`src/rtl/oncg_pkg.sv`:
```
// Shared types, constants and helpers for the octree neighbour code generator.
package oncg_pkg;

   // Fixed field widths
   localparam int CODE_BITS      = 63;
   localparam int LEVEL_BITS     = 5;
   localparam int ROOT_BITS      = 21;
   localparam int DEPTH_BITS     = 5;
   localparam int CSR_INDEX_BITS = 2;
   localparam int NB_COUNT       = 26;

   // Signed width for box compares: covers root + 2^31 and corner - 2^31
   localparam int CMP_BITS = 35;

   localparam logic [DEPTH_BITS-1:0] DEPTH_RESET = 5'd21;

   // Result status codes
   typedef enum logic [1:0] {
      ST_NEIGHBOUR = 2'd0,
      ST_EMPTY     = 2'd1,
      ST_LEVEL     = 2'd2,
      ST_OUTSIDE   = 2'd3
   } status_type;

   // Register indexes on the configuration port
   typedef enum logic [CSR_INDEX_BITS-1:0] {
      CSR_ROOT_X     = 2'd0,
      CSR_ROOT_Y     = 2'd1,
      CSR_ROOT_Z     = 2'd2,
      CSR_TREE_DEPTH = 2'd3
   } csr_type;

   // Per-axis offset selection
   typedef enum logic [1:0] {
      OFF_MINUS = 2'd0,
      OFF_ZERO  = 2'd1,
      OFF_PLUS  = 2'd2
   } off_type;

   // Classification of one item as handed from front to back
   typedef struct packed {
      status_type            status;
      logic [NB_COUNT-1:0]   hits;
      logic [LEVEL_BITS-1:0] level;
   } cls_type;

   // Position of offset triple (a, b, c) in emit order; the center is skipped
   function automatic int nb_index(input int a, input int b, input int c);
      int n;
      n = 9 * a + 3 * b + c;
      return (n > 13) ? n - 1 : n;
   endfunction

endpackage

```
`src/rtl/oncg_front.sv`:
```
// Front end: accepts a beat, decodes the corner and classifies every neighbour.
module oncg_front #(
   parameter int COORD_BITS = 21
) (
   input  logic                              clock,
   input  logic                              reset,
   input  logic                              req_valid,
   output logic                              req_stall,
   input  logic [oncg_pkg::CODE_BITS-1:0]    req_octant_code,
   input  logic [oncg_pkg::LEVEL_BITS-1:0]   req_octant_level,
   input  logic [oncg_pkg::ROOT_BITS-1:0]    root_x,
   input  logic [oncg_pkg::ROOT_BITS-1:0]    root_y,
   input  logic [oncg_pkg::ROOT_BITS-1:0]    root_z,
   input  logic [oncg_pkg::DEPTH_BITS-1:0]   tree_depth,
   input  logic                              q_full,
   output logic                              q_push,
   output oncg_pkg::cls_type                 q_cls,
   output logic [COORD_BITS-1:0]             q_x,
   output logic [COORD_BITS-1:0]             q_y,
   output logic [COORD_BITS-1:0]             q_z
);
   import oncg_pkg::*;

   logic                  s1_valid_ff, s1_valid_in;
   logic [CODE_BITS-1:0]  s1_code_ff, s1_code_in;
   logic [LEVEL_BITS-1:0] s1_level_ff, s1_level_in;

   logic                  accept;
   logic [COORD_BITS-1:0] cx, cy, cz;

   logic signed [CMP_BITS-1:0] size_w, ext_w;
   logic signed [CMP_BITS-1:0] lo_x, lo_y, lo_z, hi_x, hi_y, hi_z;
   logic signed [CMP_BITS-1:0] cx_w, cy_w, cz_w;
   logic [2:0]                 in_x, in_y, in_z;
   logic [NB_COUNT-1:0]        hits;

   // Input register; holds while the queue is full
   assign req_stall = s1_valid_ff && q_full;
   assign accept    = req_valid && !req_stall;
   assign q_push    = s1_valid_ff && !q_full;

   always_comb begin
      s1_valid_in = s1_valid_ff;
      s1_code_in  = s1_code_ff;
      s1_level_in = s1_level_ff;
      if (accept) begin
         s1_valid_in = 1'b1;
         s1_code_in  = req_octant_code;
         s1_level_in = req_octant_level;
      end else if (q_push) begin
         s1_valid_in = 1'b0;
      end
   end

   always_ff @(posedge clock) begin
      if (reset) begin
         s1_valid_ff <= 1'b0;
      end else begin
         s1_valid_ff <= s1_valid_in;
      end
      s1_code_ff  <= s1_code_in;
      s1_level_ff <= s1_level_in;
   end

   // De-interleave and clear coordinate bits below the level
   always_comb begin
      cx = '0;
      cy = '0;
      cz = '0;
      for (int i = 0; i < COORD_BITS; i++) begin
         if (!(LEVEL_BITS'(i) < s1_level_ff)) begin
            cx[i] = s1_code_ff[3 * i + 2];
            cy[i] = s1_code_ff[3 * i + 1];
            cz[i] = s1_code_ff[3 * i];
         end
      end
   end

   // Box bounds and candidate coordinates per axis
   assign size_w = CMP_BITS'(1) << s1_level_ff;
   assign ext_w  = (CMP_BITS'(1) << tree_depth) - CMP_BITS'(1);
   assign lo_x   = CMP_BITS'(root_x);
   assign lo_y   = CMP_BITS'(root_y);
   assign lo_z   = CMP_BITS'(root_z);
   assign hi_x   = lo_x + ext_w;
   assign hi_y   = lo_y + ext_w;
   assign hi_z   = lo_z + ext_w;
   assign cx_w   = CMP_BITS'(cx);
   assign cy_w   = CMP_BITS'(cy);
   assign cz_w   = CMP_BITS'(cz);

   always_comb begin
      logic signed [CMP_BITS-1:0] vx, vy, vz;
      for (int k = 0; k < 3; k++) begin
         vx = (k == 0) ? cx_w - size_w : ((k == 2) ? cx_w + size_w : cx_w);
         vy = (k == 0) ? cy_w - size_w : ((k == 2) ? cy_w + size_w : cy_w);
         vz = (k == 0) ? cz_w - size_w : ((k == 2) ? cz_w + size_w : cz_w);
         in_x[k] = (vx >= lo_x) && (vx <= hi_x);
         in_y[k] = (vy >= lo_y) && (vy <= hi_y);
         in_z[k] = (vz >= lo_z) && (vz <= hi_z);
      end
   end

   // One hit bit per neighbour, in emit order
   for (genvar ga = 0; ga < 3; ga++) begin : g_a
      for (genvar gb = 0; gb < 3; gb++) begin : g_b
         for (genvar gc = 0; gc < 3; gc++) begin : g_c
            if (!(ga == 1 && gb == 1 && gc == 1)) begin : g_nb
               localparam int K = nb_index(ga, gb, gc);
               assign hits[K] = in_x[ga] && in_y[gb] && in_z[gc];
            end
         end
      end
   end

   // Classify
   always_comb begin
      q_cls.level  = s1_level_ff;
      q_cls.hits   = '0;
      q_cls.status = ST_NEIGHBOUR;
      if (s1_level_ff > tree_depth) begin
         q_cls.status = ST_LEVEL;
      end else if (!(in_x[1] && in_y[1] && in_z[1])) begin
         q_cls.status = ST_OUTSIDE;
      end else begin
         q_cls.hits = hits;
      end
   end

   assign q_x = cx;
   assign q_y = cy;
   assign q_z = cz;

endmodule

```
`src/rtl/oncg_queue.sv`:
```
// Small FIFO between the front and back ends.
module oncg_queue #(
   parameter int DATA_BITS = 96,
   parameter int DEPTH     = 2
) (
   input  logic                 clock,
   input  logic                 reset,
   input  logic                 push,
   input  logic [DATA_BITS-1:0] push_data,
   output logic                 full,
   input  logic                 pop,
   output logic [DATA_BITS-1:0] pop_data,
   output logic                 not_empty
);
   localparam int PTR_BITS   = (DEPTH > 1) ? $clog2(DEPTH) : 1;
   localparam int COUNT_BITS = $clog2(DEPTH + 1);

   logic [DATA_BITS-1:0]  mem [DEPTH];
   logic [PTR_BITS-1:0]   wr_ptr_ff, wr_ptr_in;
   logic [PTR_BITS-1:0]   rd_ptr_ff, rd_ptr_in;
   logic [COUNT_BITS-1:0] count_ff, count_in;
   logic                  do_push, do_pop;

   assign full      = (count_ff == COUNT_BITS'(DEPTH));
   assign not_empty = (count_ff != '0);
   assign do_push   = push && !full;
   assign do_pop    = pop && not_empty;
   assign pop_data  = mem[rd_ptr_ff];

   // Pointer and fill count update
   always_comb begin
      wr_ptr_in = wr_ptr_ff;
      rd_ptr_in = rd_ptr_ff;
      count_in  = count_ff;
      if (do_push) begin
         wr_ptr_in = (wr_ptr_ff == PTR_BITS'(DEPTH - 1)) ? '0 : wr_ptr_ff + PTR_BITS'(1);
      end
      if (do_pop) begin
         rd_ptr_in = (rd_ptr_ff == PTR_BITS'(DEPTH - 1)) ? '0 : rd_ptr_ff + PTR_BITS'(1);
      end
      if (do_push && !do_pop) begin
         count_in = count_ff + COUNT_BITS'(1);
      end else if (do_pop && !do_push) begin
         count_in = count_ff - COUNT_BITS'(1);
      end
   end

   always_ff @(posedge clock) begin
      if (reset) begin
         wr_ptr_ff <= '0;
         rd_ptr_ff <= '0;
         count_ff  <= '0;
      end else begin
         wr_ptr_ff <= wr_ptr_in;
         rd_ptr_ff <= rd_ptr_in;
         count_ff  <= count_in;
      end
   end

   always_ff @(posedge clock) begin
      if (do_push) begin
         mem[wr_ptr_ff] <= push_data;
      end
   end

endmodule

```
`src/rtl/oncg_back.sv`:
```
// Back end: walks the hit mask of one item and emits one result beat per cycle while rsp_stall is low.
module oncg_back #(
   parameter int COORD_BITS = 21
) (
   input  logic                              clock,
   input  logic                              reset,
   input  logic                              q_not_empty,
   output logic                              q_pop,
   input  oncg_pkg::cls_type                 q_cls,
   input  logic [COORD_BITS-1:0]             q_x,
   input  logic [COORD_BITS-1:0]             q_y,
   input  logic [COORD_BITS-1:0]             q_z,
   output logic                              rsp_valid,
   input  logic                              rsp_stall,
   output logic [oncg_pkg::CODE_BITS-1:0]    rsp_neighbour_code,
   output logic [1:0]                        rsp_status,
   output logic                              rsp_last
);
   import oncg_pkg::*;

   // Current item
   logic                  cur_valid_ff, cur_valid_in;
   cls_type               cur_cls_ff, cur_cls_in;
   logic [COORD_BITS-1:0] cur_x_ff, cur_x_in;
   logic [COORD_BITS-1:0] cur_y_ff, cur_y_in;
   logic [COORD_BITS-1:0] cur_z_ff, cur_z_in;

   // Output register
   logic                  rsp_valid_ff, rsp_valid_in;
   logic [CODE_BITS-1:0]  rsp_code_ff, rsp_code_in;
   status_type            rsp_status_ff, rsp_status_in;
   logic                  rsp_last_ff, rsp_last_in;

   logic                  out_free, emit, done;
   logic [NB_COUNT-1:0]   first, rest;
   off_type               sel_x, sel_y, sel_z;
   logic [COORD_BITS-1:0] size_c, nx, ny, nz;
   logic [CODE_BITS-1:0]  nb_code;

   assign out_free = !rsp_valid_ff || !rsp_stall;
   assign emit     = cur_valid_ff && out_free;

   // Lowest pending neighbour
   assign first = cur_cls_ff.hits & (~cur_cls_ff.hits + NB_COUNT'(1));
   assign rest  = cur_cls_ff.hits & ~first;

   always_comb begin
      sel_x = OFF_ZERO;
      sel_y = OFF_ZERO;
      sel_z = OFF_ZERO;
      for (int a = 0; a < 3; a++) begin
         for (int b = 0; b < 3; b++) begin
            for (int c = 0; c < 3; c++) begin
               if (!(a == 1 && b == 1 && c == 1)) begin
                  if (first[nb_index(a, b, c)]) begin
                     sel_x = off_type'(2'(a));
                     sel_y = off_type'(2'(b));
                     sel_z = off_type'(2'(c));
                  end
               end
            end
         end
      end
   end

   // Octant size, truncated to coordinate width
   always_comb begin
      size_c = '0;
      for (int i = 0; i < COORD_BITS; i++) begin
         if (cur_cls_ff.level == LEVEL_BITS'(i)) begin
            size_c[i] = 1'b1;
         end
      end
   end

   // Neighbour corner, low coordinate bits only
   function automatic logic [COORD_BITS-1:0] step(input logic [COORD_BITS-1:0] v,
                                                 input logic [COORD_BITS-1:0] d,
                                                 input off_type sel);
      case (sel)
         OFF_MINUS: return v - d;
         OFF_PLUS:  return v + d;
         default:   return v;
      endcase
   endfunction

   assign nx = step(cur_x_ff, size_c, sel_x);
   assign ny = step(cur_y_ff, size_c, sel_y);
   assign nz = step(cur_z_ff, size_c, sel_z);

   // Re-interleave
   always_comb begin
      nb_code = '0;
      for (int i = 0; i < COORD_BITS; i++) begin
         nb_code[3 * i + 2] = nx[i];
         nb_code[3 * i + 1] = ny[i];
         nb_code[3 * i]     = nz[i];
      end
   end

   // Result beat
   always_comb begin
      rsp_valid_in  = rsp_valid_ff && rsp_stall;
      rsp_code_in   = rsp_code_ff;
      rsp_status_in = rsp_status_ff;
      rsp_last_in   = rsp_last_ff;
      done          = 1'b0;
      if (emit) begin
         rsp_valid_in = 1'b1;
         if (cur_cls_ff.status != ST_NEIGHBOUR) begin
            rsp_code_in   = '0;
            rsp_status_in = cur_cls_ff.status;
            rsp_last_in   = 1'b1;
            done          = 1'b1;
         end else if (cur_cls_ff.hits == '0) begin
            rsp_code_in   = '0;
            rsp_status_in = ST_EMPTY;
            rsp_last_in   = 1'b1;
            done          = 1'b1;
         end else begin
            rsp_code_in   = nb_code;
            rsp_status_in = ST_NEIGHBOUR;
            rsp_last_in   = (rest == '0);
            done          = (rest == '0);
         end
      end
   end

   // Item register: load from the queue when no item is held or the current item is finished
   assign q_pop = q_not_empty && (!cur_valid_ff || done);

   always_comb begin
      cur_valid_in = cur_valid_ff;
      cur_cls_in   = cur_cls_ff;
      cur_x_in     = cur_x_ff;
      cur_y_in     = cur_y_ff;
      cur_z_in     = cur_z_ff;
      if (q_pop) begin
         cur_valid_in = 1'b1;
         cur_cls_in   = q_cls;
         cur_x_in     = q_x;
         cur_y_in     = q_y;
         cur_z_in     = q_z;
      end else if (done) begin
         cur_valid_in = 1'b0;
      end else if (emit) begin
         cur_cls_in.hits = rest;
      end
   end

   always_ff @(posedge clock) begin
      if (reset) begin
         cur_valid_ff <= 1'b0;
         rsp_valid_ff <= 1'b0;
      end else begin
         cur_valid_ff <= cur_valid_in;
         rsp_valid_ff <= rsp_valid_in;
      end
      cur_cls_ff    <= cur_cls_in;
      cur_x_ff      <= cur_x_in;
      cur_y_ff      <= cur_y_in;
      cur_z_ff      <= cur_z_in;
      rsp_code_ff   <= rsp_code_in;
      rsp_status_ff <= rsp_status_in;
      rsp_last_ff   <= rsp_last_in;
   end

   assign rsp_valid          = rsp_valid_ff;
   assign rsp_neighbour_code = rsp_code_ff;
   assign rsp_status         = rsp_status_ff;
   assign rsp_last           = rsp_last_ff;

endmodule

```
`src/rtl/octree_neighbour_code_generator_top.sv`:
```
// Top level of the octree neighbour code generator: registers, front, queue, back.
//
// Each request beat carries a Morton code and a level. The block returns the
// Morton codes of the up to 26 neighbouring octant corners that fall inside the
// tree's box, in x-outer, z-inner order, with last set on the final beat; a
// single beat with a status code reports level above depth, an octant outside
// the tree, or no neighbours. Results leave at one beat per cycle while rsp_stall
// is low, so an item gives max(1, neighbour count) result beats, 26 at most; that
// one-code-per-cycle walk in the back end sets the throughput. The front end
// classifies an item held in its input register and a small queue lets it take
// new requests while the back end is still emitting. On its way to the result
// port an item passes input register, queue, item register and output register.
// Write the root and depth registers only while no request is in flight.
module octree_neighbour_code_generator_top #(
   parameter int COORD_BITS  = 21,
   parameter int QUEUE_DEPTH = 2
) (
   input  logic                                clock,
   input  logic                                reset,
   // Request channel
   input  logic                                req_valid,
   output logic                                req_stall,
   input  logic [oncg_pkg::CODE_BITS-1:0]      req_octant_code,
   input  logic [oncg_pkg::LEVEL_BITS-1:0]     req_octant_level,
   // Result channel
   output logic                                rsp_valid,
   input  logic                                rsp_stall,
   output logic [oncg_pkg::CODE_BITS-1:0]      rsp_neighbour_code,
   output logic [1:0]                          rsp_status,
   output logic                                rsp_last,
   // Register write channel
   input  logic                                csr_valid,
   output logic                                csr_ready,
   input  logic [oncg_pkg::CSR_INDEX_BITS-1:0] csr_index,
   input  logic [oncg_pkg::ROOT_BITS-1:0]      csr_wdata
);
   import oncg_pkg::*;

   localparam int Q_BITS = $bits(cls_type) + 3 * COORD_BITS;

   logic [ROOT_BITS-1:0]  root_x_ff, root_y_ff, root_z_ff;
   logic [DEPTH_BITS-1:0] tree_depth_ff;

   logic                  q_full, q_push, q_pop, q_not_empty;
   cls_type               f_cls, b_cls;
   logic [COORD_BITS-1:0] f_x, f_y, f_z, b_x, b_y, b_z;
   logic [Q_BITS-1:0]     q_wdata, q_rdata;

   // Configuration registers
   assign csr_ready = 1'b1;

   always_ff @(posedge clock) begin
      if (reset) begin
         root_x_ff     <= '0;
         root_y_ff     <= '0;
         root_z_ff     <= '0;
         tree_depth_ff <= DEPTH_RESET;
      end else if (csr_valid && csr_ready) begin
         case (csr_type'(csr_index))
            CSR_ROOT_X:     root_x_ff     <= csr_wdata;
            CSR_ROOT_Y:     root_y_ff     <= csr_wdata;
            CSR_ROOT_Z:     root_z_ff     <= csr_wdata;
            CSR_TREE_DEPTH: tree_depth_ff <= csr_wdata[DEPTH_BITS-1:0];
            default: ;
         endcase
      end
   end

   oncg_front #(
      .COORD_BITS (COORD_BITS)
   ) u_front (
      .clock            (clock),
      .reset            (reset),
      .req_valid        (req_valid),
      .req_stall        (req_stall),
      .req_octant_code  (req_octant_code),
      .req_octant_level (req_octant_level),
      .root_x           (root_x_ff),
      .root_y           (root_y_ff),
      .root_z           (root_z_ff),
      .tree_depth       (tree_depth_ff),
      .q_full           (q_full),
      .q_push           (q_push),
      .q_cls            (f_cls),
      .q_x              (f_x),
      .q_y              (f_y),
      .q_z              (f_z)
   );

   assign q_wdata = {f_cls, f_x, f_y, f_z};

   oncg_queue #(
      .DATA_BITS (Q_BITS),
      .DEPTH     (QUEUE_DEPTH)
   ) u_queue (
      .clock     (clock),
      .reset     (reset),
      .push      (q_push),
      .push_data (q_wdata),
      .full      (q_full),
      .pop       (q_pop),
      .pop_data  (q_rdata),
      .not_empty (q_not_empty)
   );

   assign {b_cls, b_x, b_y, b_z} = q_rdata;

   oncg_back #(
      .COORD_BITS (COORD_BITS)
   ) u_back (
      .clock              (clock),
      .reset              (reset),
      .q_not_empty        (q_not_empty),
      .q_pop              (q_pop),
      .q_cls              (b_cls),
      .q_x                (b_x),
      .q_y                (b_y),
      .q_z                (b_z),
      .rsp_valid          (rsp_valid),
      .rsp_stall          (rsp_stall),
      .rsp_neighbour_code (rsp_neighbour_code),
      .rsp_status         (rsp_status),
      .rsp_last           (rsp_last)
   );

endmodule
```
`config.mk`:
```
export PLATFORM = sky130hd
export DESIGN_NAME = octree_neighbour_code_generator_top
export DESIGN_NICKNAME = d
export VERILOG_FILES = /design/src/rtl/oncg_pkg.sv /design/src/rtl/oncg_front.sv /design/src/rtl/oncg_queue.sv /design/src/rtl/oncg_back.sv /design/src/rtl/octree_neighbour_code_generator_top.sv
export SDC_FILE = /design/constraint.sdc
export NUM_CORES = 2
export LEC_CHECK = 0
export ABC_AREA = 1
export BUFFER_PORTS_ARGS = -buffer_cell sky130_fd_sc_hd__buf_2
export CORE_MARGIN = 2
export CORE_UTILIZATION = 55
export CTS_CLUSTER_DIAMETER = 40
export DETAILED_ROUTE_END_ITERATION = 10
export GPL_ROUTABILITY_DRIVEN = 0
export PLACE_DENSITY = 0.7
export SLEW_MARGIN = 10
export SYNTH_ARGS = -nofsm -noshare
export SYNTH_HDL_FRONTEND = slang
export SYNTH_HIERARCHICAL = 1
export SYNTH_SLANG_ARGS = --single-unit
```
`constraint.sdc`:
```
create_clock -name clock -period 14.3 [get_ports clock]
set_input_delay 1.43 -clock clock [delete_from_list [all_inputs] [get_ports clock]]
set_output_delay 1.43 -clock clock [all_outputs]
set_load 0.01 [all_outputs]
```
==> flow_summary_export.csv <==
group,metric,value,unit
critical_path,worstPathRequired,14780,ps
status,status,"finished, final reports clean",
logic_synthesis,synth-edff-count,422,
finish,layout.cells.non_filler,7351,
floorplanning,die_x,296,um
logic_synthesis,synth.area.top_cells,"edfxtp_1 (27%), ha_1 (19%), nand2_1 (8.8%), a21oi_1 (5.9%), inv_1 (5.7%)",
power_and_ir_drop,power_leakage,24.8,nW
route,wl,169000,um
sta,fmax,111,MHz
clock_tree,cts_hold_buf,0,
sta,setup_viol,0,
sta,worst_slew_pin_slew,1390,ps
route,drtIter0Drc,6007,
logic_synthesis,synthCells,5962,
sta,slew_viol_final,0,
critical_path,crit_path_max_fanout,13,
global_route,grt_usage,37.7,%
finish,drive_gt1_share,9.56,%
placed_design,pre_cts_slack,5960,ps
logic_synthesis,synth-main-ff-cell,"edfxtp_1",
sta,relSlewSlack,6.94,%
critical_path,critical_path_cell_count,25,
logic_synthesis,yosysSeqAreaShare,30.2,%
clock_tree,cts.sinks,498,
logic_synthesis,yosysTopAreaCell,"edfxtp_1",
route,vias_per_cell,6.09,
placed_design,dp.cells,7212,
min_path,hp-class,"register to register",
finish,num-fill-cells,7702,
flow_run,drv_cap,0,
clock_tree,cts.clk_slew.worst_paths,60,ps
sta,fin_ws,5300,ps
floorplanning,start_util,55.4,%
floorplanning,pin_count,165,
route,routedWlPerCell,23.0,um
logic_synthesis,synth_area,47000,um^2
global_route,grt_pass1_wl,245000,um
clock_tree,cts_made_buffers,74,
min_path,hold_depth,2,
finish,layout.nets,6951,
finish,area_growth_syn_to_layout,10.2,%
floorplanning,dieArea,87800,um^2
placed_design,hpwl,136000,um
critical_path,cp_num_buf_inv,2,
global_route,antenna_found_initial,4,
route,dr.pass1.iters,6,
clock_tree,cts_tree,"done",
logic_synthesis,netlist_top_cells_count,"nand2_1 (1099), inv_1 (714), ha_1 (699)",
clock_tree,worstSkewPairLatency,660,ps
critical_path,critPathMaxStageDelay,1070,ps
logic_synthesis,ys.warnings.count,6,
critical_path,crit_type,"register to register",
power_and_ir_drop,peakVddDrop,137,uV
sta,tns,0,ps
critical_path,cp-start-kind,"register",
clock_tree,ctsResizeCount,0,
logic_synthesis,synth_cell_types,75,
route,via_count,44790,
logic_synthesis,synthArstFlopShare,0,%
critical_path,crit_path_end_kind,"register",
logic_synthesis,yosysTopAreaCellShare,27.0,%
critical_path,cpMaxStageDelayCell,"nor2_1",
floorplanning,core_area,84900,um^2
logic_synthesis,synth-seq-cells,498,
floorplanning,dieHeight,296,um
sta,hold_viol,0,
clock_tree,clock-root-buffer,"clkbuf_16",
clock_tree,htreeDepth,3,
clock_tree,postCtsSetupRepairBufs,0,
logic_synthesis,yosysMostFrequentCell,"nand2_1",
floorplanning,core.rowCount,107,
sta,fin_worst_skew,60.8,ps
power_and_ir_drop,power.density,179,nW/um^2
sta,rsz0062_at_grt,"false",
critical_path,cp_common_cell,"nor2_1",
placed_design,portBuffers,163,
route,final_antenna_net_count,0,
clock_tree,clockBufferDepth,3,
global_route,grt_pass1_vias,40528,
critical_path,r2r.worst_path.cells,25,
global_route,grt_start_max_net_pins,74,
route,drc,0,
global_route,grt_overflow,0,
critical_path,critPathTopFamily,"simple AND/OR/NAND/NOR gates",
logic_synthesis,avgSynthCellArea,7.89,um^2
critical_path,critPathArrivalTime,9480,ps
sta,post-route-min-period,9000,ps
sta,fin_crit_sh,62.9,%
-- per-layer routing --
metal / vias up / wire, um / global-route usage [%]
li1: 20797 / - / -
met1: 20590 / 64900 / 48.2
met2: 2800 / 70700 / 57.0
met3: 599 / 19300 / 7.71
met4: 4 / 14300 / 26.4
met5: - / 21 / 0
-- flip-flops by register name, indices dropped and copies added (netlist names), 33 cells and up, named ones only --
register and cells:
u_queue/mem 192, u_back/rsp_neighbour_code 63, u_front/s1_code_ff 63, u_back/cur_cls_ff 33
-- cell families (layout without fill, tap and decap cells) --
logic type,Yosys count,in the layout,share of synthesized area [%]
AO/OA/AOI/OAI,1071,1071,12.6
XOR/XNOR,285,285,5.36
adder cells (fa/ha/maj),712,712,19.1
buffers and inverters,871,1109,7.39
flip-flops,498,498,30.2
multiplexers,96,96,2.62
other,3,10,0.0240
AND/OR/NAND/NOR,2426,2426,22.7
-- report_power, final --
group          switching (mW)  internal (mW)  total (mW)
Sequential              0.220           2.06        2.28
Clock                   0.718           1.24        1.96
Combinational            3.33           1.74        5.06
Total                    4.27           5.03        9.30
-- layout by cell type, fill, tap and decap left out, types with 56 or more instances in the layout --
| cell | count |
|---|---|
| a21oi_1 | 551 |
| buf_2 | 163 |
| buf_4 | 66 |
| clkbuf_16 | 74 |
| dfxtp_1 | 75 |
| edfxtp_1 | 422 |
| ha_1 | 699 |
| inv_1 | 712 |
| mux2_2 | 56 |
| nand2_1 | 1099 |
| nand3_1 | 285 |
| nand4_1 | 134 |
| nor2_1 | 662 |
| nor3_1 | 76 |
| o21ai_0 | 303 |
| xnor2_1 | 66 |
| xor2_1 | 216 |
-- through the flow --
stage | total power [mW] | utilization (%) | area [um^2] | hold slack [ps]
final | 9.30 | 61.0 | 51800 | 483
after global routing | 9.90 | 61.0 | 51800 | 519
after CTS | 9.18 | 61.0 | 51800 | 481
after detailed placement | 7.18 | 57.9 | 49100 | 474
after global placement | 7.10 | 57.9 | 49100 | 468
after floorplan | 5.81 | - | 47000 | 439
-- worst min-delay path, cell delays in order, from the launching register on --
cell     delay (ps)
dfxtp_1         300
nand2_1          70
a21oi_1          60
-- final timing paths --
path	slack (ps)	to	from
worst max-delay path	5300	u_queue/mem[0][87]	u_front/s1_level_ff[4]
worst min-delay path	480	u_back/rsp_valid	u_back/rsp_valid
worst max register to register	5300	u_queue/mem[0][87]	u_front/s1_level_ff[4]
worst min register to register	480	u_back/rsp_valid	u_back/rsp_valid
-- layout make-up --
cell class / instances / area (um^2) / area share, %
well taps: 1144 / 1430 / 2.76
repair buffers: 229 / 1310 / 2.53
diodes: 3 / 7.51 / 0.0145
clock buffers: 84 / 1890 / 3.65
clock inverters: 52 / 796 / 1.54
flip-flops and latches: 498 / 14200 / 27.4
multi-input cells: 4597 / 29400 / 56.7
inverters: 744 / 2800 / 5.39
No activity file was read; power rests on OpenSTA's default activity.
